===== config.mk =====
export PLATFORM = sky130hd
export DESIGN_NAME = ezr_trig_regs
export DESIGN_NICKNAME = d
export VERILOG_FILES = /design/src/hw/rtl/ezr_pkg.sv /design/src/hw/rtl/ezr_cordic.sv /design/src/hw/rtl/ezr_trig_regs.sv
export SDC_FILE = /design/constraint.sdc
export NUM_CORES = 1
export LEC_CHECK = 0
export BUFFER_PORTS_ARGS = -buffer_cell sky130_fd_sc_hd__buf_2
export CAP_MARGIN = 20
export CORE_ASPECT_RATIO = 1.75
export CORE_MARGIN = 2
export CORE_UTILIZATION = 40
export DETAILED_ROUTE_END_ITERATION = 10
export PLACE_DENSITY_LB_ADDON = 0.15
export SYNTH_ARGS = -nofsm -noshare
export SYNTH_HDL_FRONTEND = slang
export SYNTH_SLANG_ARGS = --single-unit

===== constraint.sdc =====
create_clock -name clk -period 11.25 [get_ports clk]
set_input_delay 2.25 -clock clk [delete_from_list [all_inputs] [get_ports clk]]
set_output_delay 2.25 -clock clk [all_outputs]
set_load 0.02 [all_outputs]

===== src/hw/rtl/ezr_pkg.sv =====
// package for the euler zyx vector rotator
// holds payload structs, trig constants and the cordic arctangent table
package ezr_pkg;

	localparam int TrigBits    = 18;
	localparam int TrigOne     = 65536;
	localparam int CordicSteps = 24;
	localparam int CordicW     = 36;
	localparam int CompBits    = 24;

	typedef logic signed [TrigBits-1:0] trig_t;
	typedef logic [1:0] reg_idx_t;

	localparam reg_idx_t RegYaw   = 2'd0;
	localparam reg_idx_t RegPitch = 2'd1;
	localparam reg_idx_t RegRoll  = 2'd2;

	typedef struct packed {
		logic                        op;
		logic signed [CompBits-1:0] in_x;
		logic signed [CompBits-1:0] in_y;
		logic signed [CompBits-1:0] in_z;
	} in_item_t;

	typedef struct packed {
		logic signed [CompBits-1:0] out_x;
		logic signed [CompBits-1:0] out_y;
		logic signed [CompBits-1:0] out_z;
		logic                        saturated;
	} out_item_t;

	typedef struct packed {
		logic [1:0] idx;
		logic       busy;
	} trig_status_t;

	// arctangent table, 2^31 = pi
	function automatic logic signed [CordicW-1:0] atan_lut(input logic [4:0] i);
		unique case (i)
			5'd0:  atan_lut = 36'sd536870912;
			5'd1:  atan_lut = 36'sd316933406;
			5'd2:  atan_lut = 36'sd167458907;
			5'd3:  atan_lut = 36'sd85004756;
			5'd4:  atan_lut = 36'sd42667331;
			5'd5:  atan_lut = 36'sd21354465;
			5'd6:  atan_lut = 36'sd10679838;
			5'd7:  atan_lut = 36'sd5340245;
			5'd8:  atan_lut = 36'sd2670163;
			5'd9:  atan_lut = 36'sd1335087;
			5'd10: atan_lut = 36'sd667544;
			5'd11: atan_lut = 36'sd333772;
			5'd12: atan_lut = 36'sd166886;
			5'd13: atan_lut = 36'sd83443;
			5'd14: atan_lut = 36'sd41722;
			5'd15: atan_lut = 36'sd20861;
			5'd16: atan_lut = 36'sd10430;
			5'd17: atan_lut = 36'sd5215;
			5'd18: atan_lut = 36'sd2608;
			5'd19: atan_lut = 36'sd1304;
			5'd20: atan_lut = 36'sd652;
			5'd21: atan_lut = 36'sd326;
			5'd22: atan_lut = 36'sd163;
			5'd23: atan_lut = 36'sd81;
			default: atan_lut = '0;
		endcase
	endfunction

endpackage


===== src/hw/rtl/ezr_cordic.sv =====
// iterative cordic: one rotation step per cycle, produces cos and sin in q1.16
// depends on ezr_pkg
module ezr_cordic #(
	parameter int ANGLE_BITS = 16
) (
	input  logic                          clk,
	input  logic                          arst_n,
	input  logic                          start,
	input  logic [ANGLE_BITS-1:0]         angle,
	output logic                          busy,
	output logic                          done,
	output ezr_pkg::trig_t                cos_o,
	output ezr_pkg::trig_t                sin_o
);
	import ezr_pkg::*;

	localparam logic signed [CordicW-1:0] GainQ30 = 36'sd652032874;

	logic signed [CordicW-1:0] x_q, y_q, z_q;
	logic [4:0]                step_q;
	logic                      neg_q;
	logic [31:0]               a_scaled;
	logic [31:0]               a_fold;
	logic                      fold;
	logic signed [CordicW-1:0] dx, dy, atn;
	logic signed [CordicW-1:0] xr, yr;
	trig_t                     c_rnd, s_rnd;

	// scale to 32 bits and fold into the right half plane
	assign a_scaled = {angle, {(32-ANGLE_BITS){1'b0}}};
	assign fold     = a_scaled[31] ^ a_scaled[30];
	assign a_fold   = fold ? (a_scaled ^ 32'h8000_0000) : a_scaled;

	assign dx  = y_q >>> step_q;
	assign dy  = x_q >>> step_q;
	assign atn = atan_lut(step_q);

	// iteration
	always_ff @(posedge clk or negedge arst_n) begin
		if (!arst_n) begin
			busy   <= 1'b0;
			done   <= 1'b0;
			step_q <= '0;
		end else begin
			done <= 1'b0;
			if (start) begin
				busy   <= 1'b1;
				step_q <= '0;
			end else if (busy) begin
				if (step_q == 5'(CordicSteps-1)) begin
					busy <= 1'b0;
					done <= 1'b1;
				end
				step_q <= step_q + 5'd1;
			end
		end
	end

	always_ff @(posedge clk) begin
		if (start) begin
			x_q   <= GainQ30;
			y_q   <= '0;
			z_q   <= CordicW'(signed'(a_fold));
			neg_q <= fold;
		end else if (busy) begin
			if (!z_q[CordicW-1]) begin
				x_q <= x_q - dx;
				y_q <= y_q + dy;
				z_q <= z_q - atn;
			end else begin
				x_q <= x_q + dx;
				y_q <= y_q - dy;
				z_q <= z_q + atn;
			end
		end
	end

	// round to q1.16 and clamp
	function automatic trig_t rnd(input logic signed [CordicW-1:0] v);
		logic signed [CordicW-1:0] r;
		r = (v + 36'sd8192) >>> 14;
		if (r > TrigOne) rnd = trig_t'(TrigOne);
		else if (r < -TrigOne) rnd = trig_t'(-TrigOne);
		else rnd = trig_t'(r);
	endfunction

	assign xr    = x_q;
	assign yr    = y_q;
	assign c_rnd = rnd(xr);
	assign s_rnd = rnd(yr);
	assign cos_o = neg_q ? -c_rnd : c_rnd;
	assign sin_o = neg_q ? -s_rnd : s_rnd;

endmodule


===== src/hw/rtl/ezr_trig_regs.sv =====
// angle registers and trig cache, refreshed through a shared cordic
// depends on ezr_pkg and ezr_cordic
module ezr_trig_regs #(
	parameter int ANGLE_BITS = 16
) (
	input  logic                  clk,
	input  logic                  arst_n,
	input  logic                  cfg_valid,
	output logic                  cfg_ready,
	input  logic [1:0]            cfg_index,
	input  logic [ANGLE_BITS-1:0] cfg_data,
	output ezr_pkg::trig_status_t status,
	output ezr_pkg::trig_t        cy,
	output ezr_pkg::trig_t        sy,
	output ezr_pkg::trig_t        cp,
	output ezr_pkg::trig_t        sp,
	output ezr_pkg::trig_t        cr,
	output ezr_pkg::trig_t        sr
);
	import ezr_pkg::*;

	logic       busy, done, start;
	logic       pend;
	logic [1:0] idx_q;
	trig_t      c_new, s_new;

	// update pending from the cfg transfer until the cache is written back
	assign pend      = busy || done;
	assign cfg_ready = !pend;
	assign start     = cfg_valid && cfg_ready && (cfg_index <= RegRoll);
	assign status    = '{idx: idx_q, busy: pend};

	ezr_cordic #(.ANGLE_BITS(ANGLE_BITS)) u_cordic (
		.clk(clk), .arst_n(arst_n), .start(start), .angle(cfg_data),
		.busy(busy), .done(done), .cos_o(c_new), .sin_o(s_new)
	);

	// latch target and write back the finished pair
	always_ff @(posedge clk or negedge arst_n) begin
		if (!arst_n) begin
			idx_q <= RegYaw;
			cy <= trig_t'(TrigOne); sy <= '0;
			cp <= trig_t'(TrigOne); sp <= '0;
			cr <= trig_t'(TrigOne); sr <= '0;
		end else begin
			if (start) idx_q <= cfg_index;
			if (done) begin
				unique case (idx_q)
					RegYaw:   begin cy <= c_new; sy <= s_new; end
					RegPitch: begin cp <= c_new; sp <= s_new; end
					default:  begin cr <= c_new; sr <= s_new; end
				endcase
			end
		end
	end

endmodule


# == Word-level counts from Yosys, hierarchy flattened ==
# Memory sizes are Yosys's and may differ from the RTL's.
# Index checks and enable logic that the tools add are counted.
# totals
register_bits,226
romBits,960
inputBits,21
output_inout_bits,112
elab_cells,68
mem_count,1
# classes
addsub,11
order_cmp,5
eq_ne,2
shifts,2
muxes,20
bitwise_logic,3
n_reduce_logical,10
# mem_list
name,depth,width,read_ports,rd_ports_with_merged_regs,write_ports,line,source
(name not given),32,30,1,0,0,ezr_pkg.sv:39,unique case (i)
# ops
cell,count
36-bit two-way mux,5
36-bit adder,3
18-bit two-way mux,6
36-bit subtractor,3
"36-bit by 15-bit adder with 36-bit output, second input constant",2
36-bit by 5-bit >>> shifter with 36-bit output,2
"22-bit by 18-bit greater-than comparator with 1-bit output, second input constant",2
"22-bit by 17-bit < comparator with 1-bit output, second input constant",2
18-bit negation,2
32-bit two-way mux,1
5-bit two-way mux,2
1-bit two-way mux,6
2-bit AND reduction,3
"5-bit by 1-bit adder with 5-bit output, second input constant",1
"5-bit equality test, second input constant",1
"2-bit by 1-bit equality test with 1-bit output, second input constant",1
"2-bit <= comparator, second input constant",1
1-bit logical AND,2
2-bit zero test,1
1-bit inverter,2
2-bit nonzero test,1
2-bit OR reduction,1
1-bit zero test,1
1-bit logical OR,1
1-bit bitwise XOR,1

# == Logic depth before layout (Yosys ltp) ==
# depth
ltp_word,6
ltp_mapped,33
mapped_depth_nobuf,26

# == Cells and area by module ==
# Synthesis repeated with hierarchy kept, for this count alone.
# unflattened
cells_unflattened,2769
area_unflattened_um2,24274.5
# modules_own_cells
mod,n_inst,cells_each,area_per_inst_um2,seq_area_each_um2
ezr_cordic,1,2528,19941.6,2727.6
ezr_trig_regs,1,241,4332.9,2756.4

# == Worst setup path before layout ==
# No wires, ideal clock.
# synth_path
path_type,reg-to-reg
startpoint,register u_cordic.step_q[0]
endpoint,"register u_cordic.z_q[32], data pin"
setup_time_ps,267
arrival_time_ps,6292
t_required_ps,10983
path_slack_ps,4692
path_stages_with_launch,27
path_buffers,5
synth_period_minus_slack_ps,6558
cell_sequence,dfrtp_1 > buf_2 > inv_2 > buf_2 > buf_2 > buf_2 > ha_1 > mux4_2 > o21ai_0 > nand2b_1 > nor4_1 > nand3_1 > nor3_1 > nor4b_2 > or2_2 > clkbuf_1 > xnor2_1 > ha_1 > a21oi_1 > o21bai_1 > or3b_2 > a41oi_1 > nor4_1 > or3_1 > a21oi_1 > xor2_1 > o21ai_0
# synth_via
elab_chain_cells,5
elab_cells_between_ends,6
classes_between,add/sub: 2; mux: 3; memory: 1
# synth_lines
element,line,source
start: declaration,ezr_cordic.sv:20,logic [4:0] step_q;
start signal: assignment,ezr_cordic.sv:54,step_q <= step_q + 5'd1;
memory 32 x 30 bit *,n/a,
36-bit subtractor or 36-bit adder (tied branches),"ezr_cordic.sv:69, ezr_cordic.sv:73",
36-bit two-way mux *,ezr_cordic.sv:66,if (!z_q[CordicW-1]) begin
36-bit two-way mux *,ezr_cordic.sv:65,end else if (busy) begin
36-bit two-way mux *,ezr_cordic.sv:60,if (start) begin
end signal: assignment,ezr_cordic.sv:63,z_q <= CordicW'(signed'(a_fold));
end signal: assignment,ezr_cordic.sv:69,z_q <= z_q - atn;
end signal: assignment,ezr_cordic.sv:73,z_q <= z_q + atn;
end: declaration,ezr_cordic.sv:19,"logic signed [CordicW-1:0] x_q, y_q, z_q;"
# Mark *: on every way between the ends. The rest lies on a longest branch, timed or not. The select of a mux whose other input is x is not followed.
# A chain may end at the register's enable or synchronous reset.

# == Worst setup path after layout ==
# layout_path
startpoint,register u_cordic.step_q[0]
endpoint,register u_cordic.x_q[35]
# layout_via
elab_chain_cells,3
elab_cells_between_ends,4
classes_between,add/sub: 2; shift: 1; mux: 1
# layout_lines
element,line,source
36-bit by 5-bit >>> shifter with 36-bit output *,ezr_cordic.sv:34,assign dx = y_q >>> step_q;
36-bit subtractor or 36-bit adder (tied branches),"ezr_cordic.sv:67, ezr_cordic.sv:71",
36-bit two-way mux *,ezr_cordic.sv:66,
end signal: assignment,ezr_cordic.sv:61,x_q <= GainQ30;
end signal: assignment,ezr_cordic.sv:67,x_q <= x_q - dx;
end signal: assignment,ezr_cordic.sv:71,x_q <= x_q + dx;
end: declaration,ezr_cordic.sv:19,
# Mark *: on every way between the ends. The rest lies on a longest branch, timed or not.

==> impl_metrics.py <==
metrics = {
    "sta": {
        "worstMarginPinSlew_ps": 1210,
        "slew_viol_final": 0,
        "period_needed_ps": 7718,
        "max_freq_mhz": 129.6,
        "skew_ps": 21.78,
        "rsz0062_at_grt": "false",
        "relSlewSlack": 0.1704,
        "setup_tns_ps": 0,
        "finalSetupViolCount": 0,
        "fin_crit_sh": 0.6861,
        "hold_violations": 0,
    },
    "synthesis": {
        "synth-edff-count": 37,
        "synth_warnings": 0,
        "synth_ff_type": "dfrtp_1",
        "postSynth.asyncResetShare": 0.5177,
        "yosysSeqAreaShare": 0.2294,
        "yosysUniqueCellTypes": 93,
        "synth_area_um2": 23910,
        "syn_inst": 2971,
        "syn_nets": 3116,
        "avgSynthCellArea_um2": 8.047,
        "ys_seq_elements": 226,
    },
    "finish": {
        "final_nets": 3108,
        "num_antenna_cells": 0,
        "num-fill-cells": 6039,
        "syn2layout_area_growth_pct": 7.991,
        "multiInputGateArea_um2": 17230,
        "regArea_um2": 5502,
        "drive_above_1_share": 0.1385,
    },
    "global_route": {
        "grt_pass1_vias": 23090,
        "grt_max_degree": 73,
        "antenna_found_initial": 2,
        "grt_usage": 0.3110,
        "overflow": 0,
        "grt_busiest_layer": "met2",
        "grt_use_met1": 0.3159,
        "met2_usage": 0.5580,
        "grt_util_met3": 0.04639,
        "grt_pass1_wl_mm": 145.4,
    },
    "critical_path": {
        "worstPathArrival_ps": 8240,
        "critPathLaunchType": "flip-flop",
        "worstRegToRegCells": 23,
        "worstSetupPathType": "reg -> reg",
        "worstSetupEndpointType": "flip-flop",
        "crit_fanout": 51,
        "timing.critical_path.required_ps": 11770,
    },
    "floorplan": {
        "die_w_um": 188.8,
        "initial_core_util": 0.4038,
        "fp.dieH_um": 327.4,
        "fp-row-count": 118,
        "dieArea_um2": 61820,
        "ios": 133,
        "core_area_um2": 59200,
    },
    "cts": {
        "cts_buffers": 24,
        "post_cts_buffers": 0,
        "clkTransAtPathRegs_ps": 70,
        "holdBufCountCts": 0,
        "clock_path_buffers": 3,
        "cts_resized": 0,
        "clk_latency_ps": 590,
        "cts_tree": "yes",
        "cts_sinks": 226,
        "cts_htree_levels": 1,
        "cts_root_buf": "clkbuf_16",
    },
    "placed_design": {
        "routabilityCongestion": 1.045,
        "dp_hpwl_mm": 72.78,
        "portBuffers": 132,
    },
    "routing": {
        "wl_per_cell_um": 25.99,
        "routed_wl_mm": 97.75,
        "firstDrtPassIters": 5,
        "drc": 0,
        "final_antenna_net_count": 0,
        "via_count": 23360,
        "routed_via_density": 6.211,
        "drt_iter0_drc": 1523,
    },
    "worst_hold_path": {
        "hold_depth": 2,
        "hold_class": "reg -> reg",
    },
    "status": {
        "status": "finished, final reports clean",
    },
    "run": {
        "maxCapViolCount": 0,
    },
}
==> path summary, 6_finish.rpt <==
path	from	end	slack (ps)
min in group asynchronous	arst_n	cr[6]	1670
max in group asynchronous	arst_n	u_cordic.step_q[3]	8050
min	cr[9]	cr[9]	470
max reg2reg	u_cordic.step_q[0]	u_cordic.x_q[35]	3530
min reg2reg	cr[9]	cr[9]	470
max	u_cordic.step_q[0]	u_cordic.x_q[35]	3530
==> through the flow <==
stage / setup slack [ps] / util / hold WS (ps) / instances / cell area [um2]
finish: 3532 / 0.4361 / 470.7 / 3761 / 25820
global route: 2992 / 0.4361 / 498.5 / 3761 / 25820
CTS: 3688 / 0.4358 / 479.3 / 3759 / 25800
detailed placement: 3729 / 0.4223 / 464.8 / 3715 / 25000
global placement: 3627 / 0.4222 / 455.5 / 3715 / 25000
floorplan: 4692 / - / 450.5 / 2971 / 23910
==> metal layers <==
layer / routed length [um] / vias to the layer above / share of wire
li1: - / 10830 / -
met1: 33950 / 11210 / 0.35
met2: 48990 / 962 / 0.50
met3: 5275 / 356 / 0.054
met4: 9512 / 2 / 0.097
met5: 15 / - / 0.00015
==> Yosys cell counts, types with 44 or more instances <==
cell type  number  area, um2
nand2_1       370       1389
o21ai_0       266       1331
nor2_1        246      923.4
a21oi_1       220       1101
xnor2_1       151       1323
clkbuf_1      131      491.7
ha_1          121       1514
dfrtp_1       114       2853
xor2_1        104      910.9
mux2i_1        85      850.8
dfxtp_1        72       1441
mux4_2         67       1509
inv_1          61      229.0
mux2_2         61      686.9
a21o_1         58      435.4
nor3_1         56      280.3
nand3_1        54      270.3
a31oi_1        44      275.3
==> state kept, by name, indices dropped and copies added (netlist names) <==
| name | flops |
|---|---|
| sr | 18 |
| cp | 18 |
| u_cordic.step_q | 5 |
| u_cordic.neg_q | 1 |
| idx_q | 2 |
| u_cordic.y_q | 36 |
| u_cordic.x_q | 36 |
| sy | 18 |
| u_cordic.z_q | 36 |
| u_cordic.busy | 1 |
| cy | 18 |
| u_cordic.done | 1 |
| cr | 18 |
| sp | 18 |
==> kinds of logic (layout without fill, tap and decap cells) <==
kind of cell	Yosys count	in the layout	synth area share
adders and majority gates	124	124	0.06584
buffers and inverters	285	295	0.05108
DFF	226	226	0.2294
muxes	225	225	0.1387
xor gates and xnor gates	255	255	0.09342
AOI/OAI and AO/OA	872	872	0.2296
and+or+nand+nor	984	984	0.1920
==> final cells by class <==
| cell class | count | share of cell area |
|---|---|---|
| clock buffers | 35 | 0.02728 |
| clock inverters | 9 | 0.003780 |
| multi-input cells | 2460 | 0.6675 |
| inverters | 67 | 0.009741 |
| well taps | 780 | 0.03780 |
| repair buffers | 184 | 0.04080 |
| flip-flops and latches | 226 | 0.2131 |
==> critical path: stages (launching register included) <==
cell and delay, ps:
dfrtp_4 410, buf_4 630, buf_4 700, mux4_2 610
a22oi_1 250, o221ai_1 330, a211oi_1 590, and2_1 230
and3_1 310, nand2_1 110, nor4_1 370, and2_1 200
a21oi_1 80, xor2_1 190, ha_1 370, nand4_1 150
nor4_1 480, a2111o_1 290, nand4_1 150, a211oi_1 410
a31oi_1 170, o21a_1 200, mux2i_1 150, mux2i_1 190
==> cell usage in the layout, fill, tap and decap left out, drive strengths merged, types with 38 or more instances in the layout <==
cell type / count
dfrtp: 114
o21ai: 267
inv: 68
dfxtp: 72
mux4: 76
a21oi: 220
and3: 41
a21o: 58
buf: 183
nand2: 370
xor2: 104
ha: 121
nor2: 246
nor3: 56
a31oi: 44
and2: 38
xnor2: 151
mux2i: 85
nand3: 54
mux2: 64
Power is left out: the tool's default activity adds up to more than one toggle a clock period on the data nets, which glitch-free logic cannot reach.
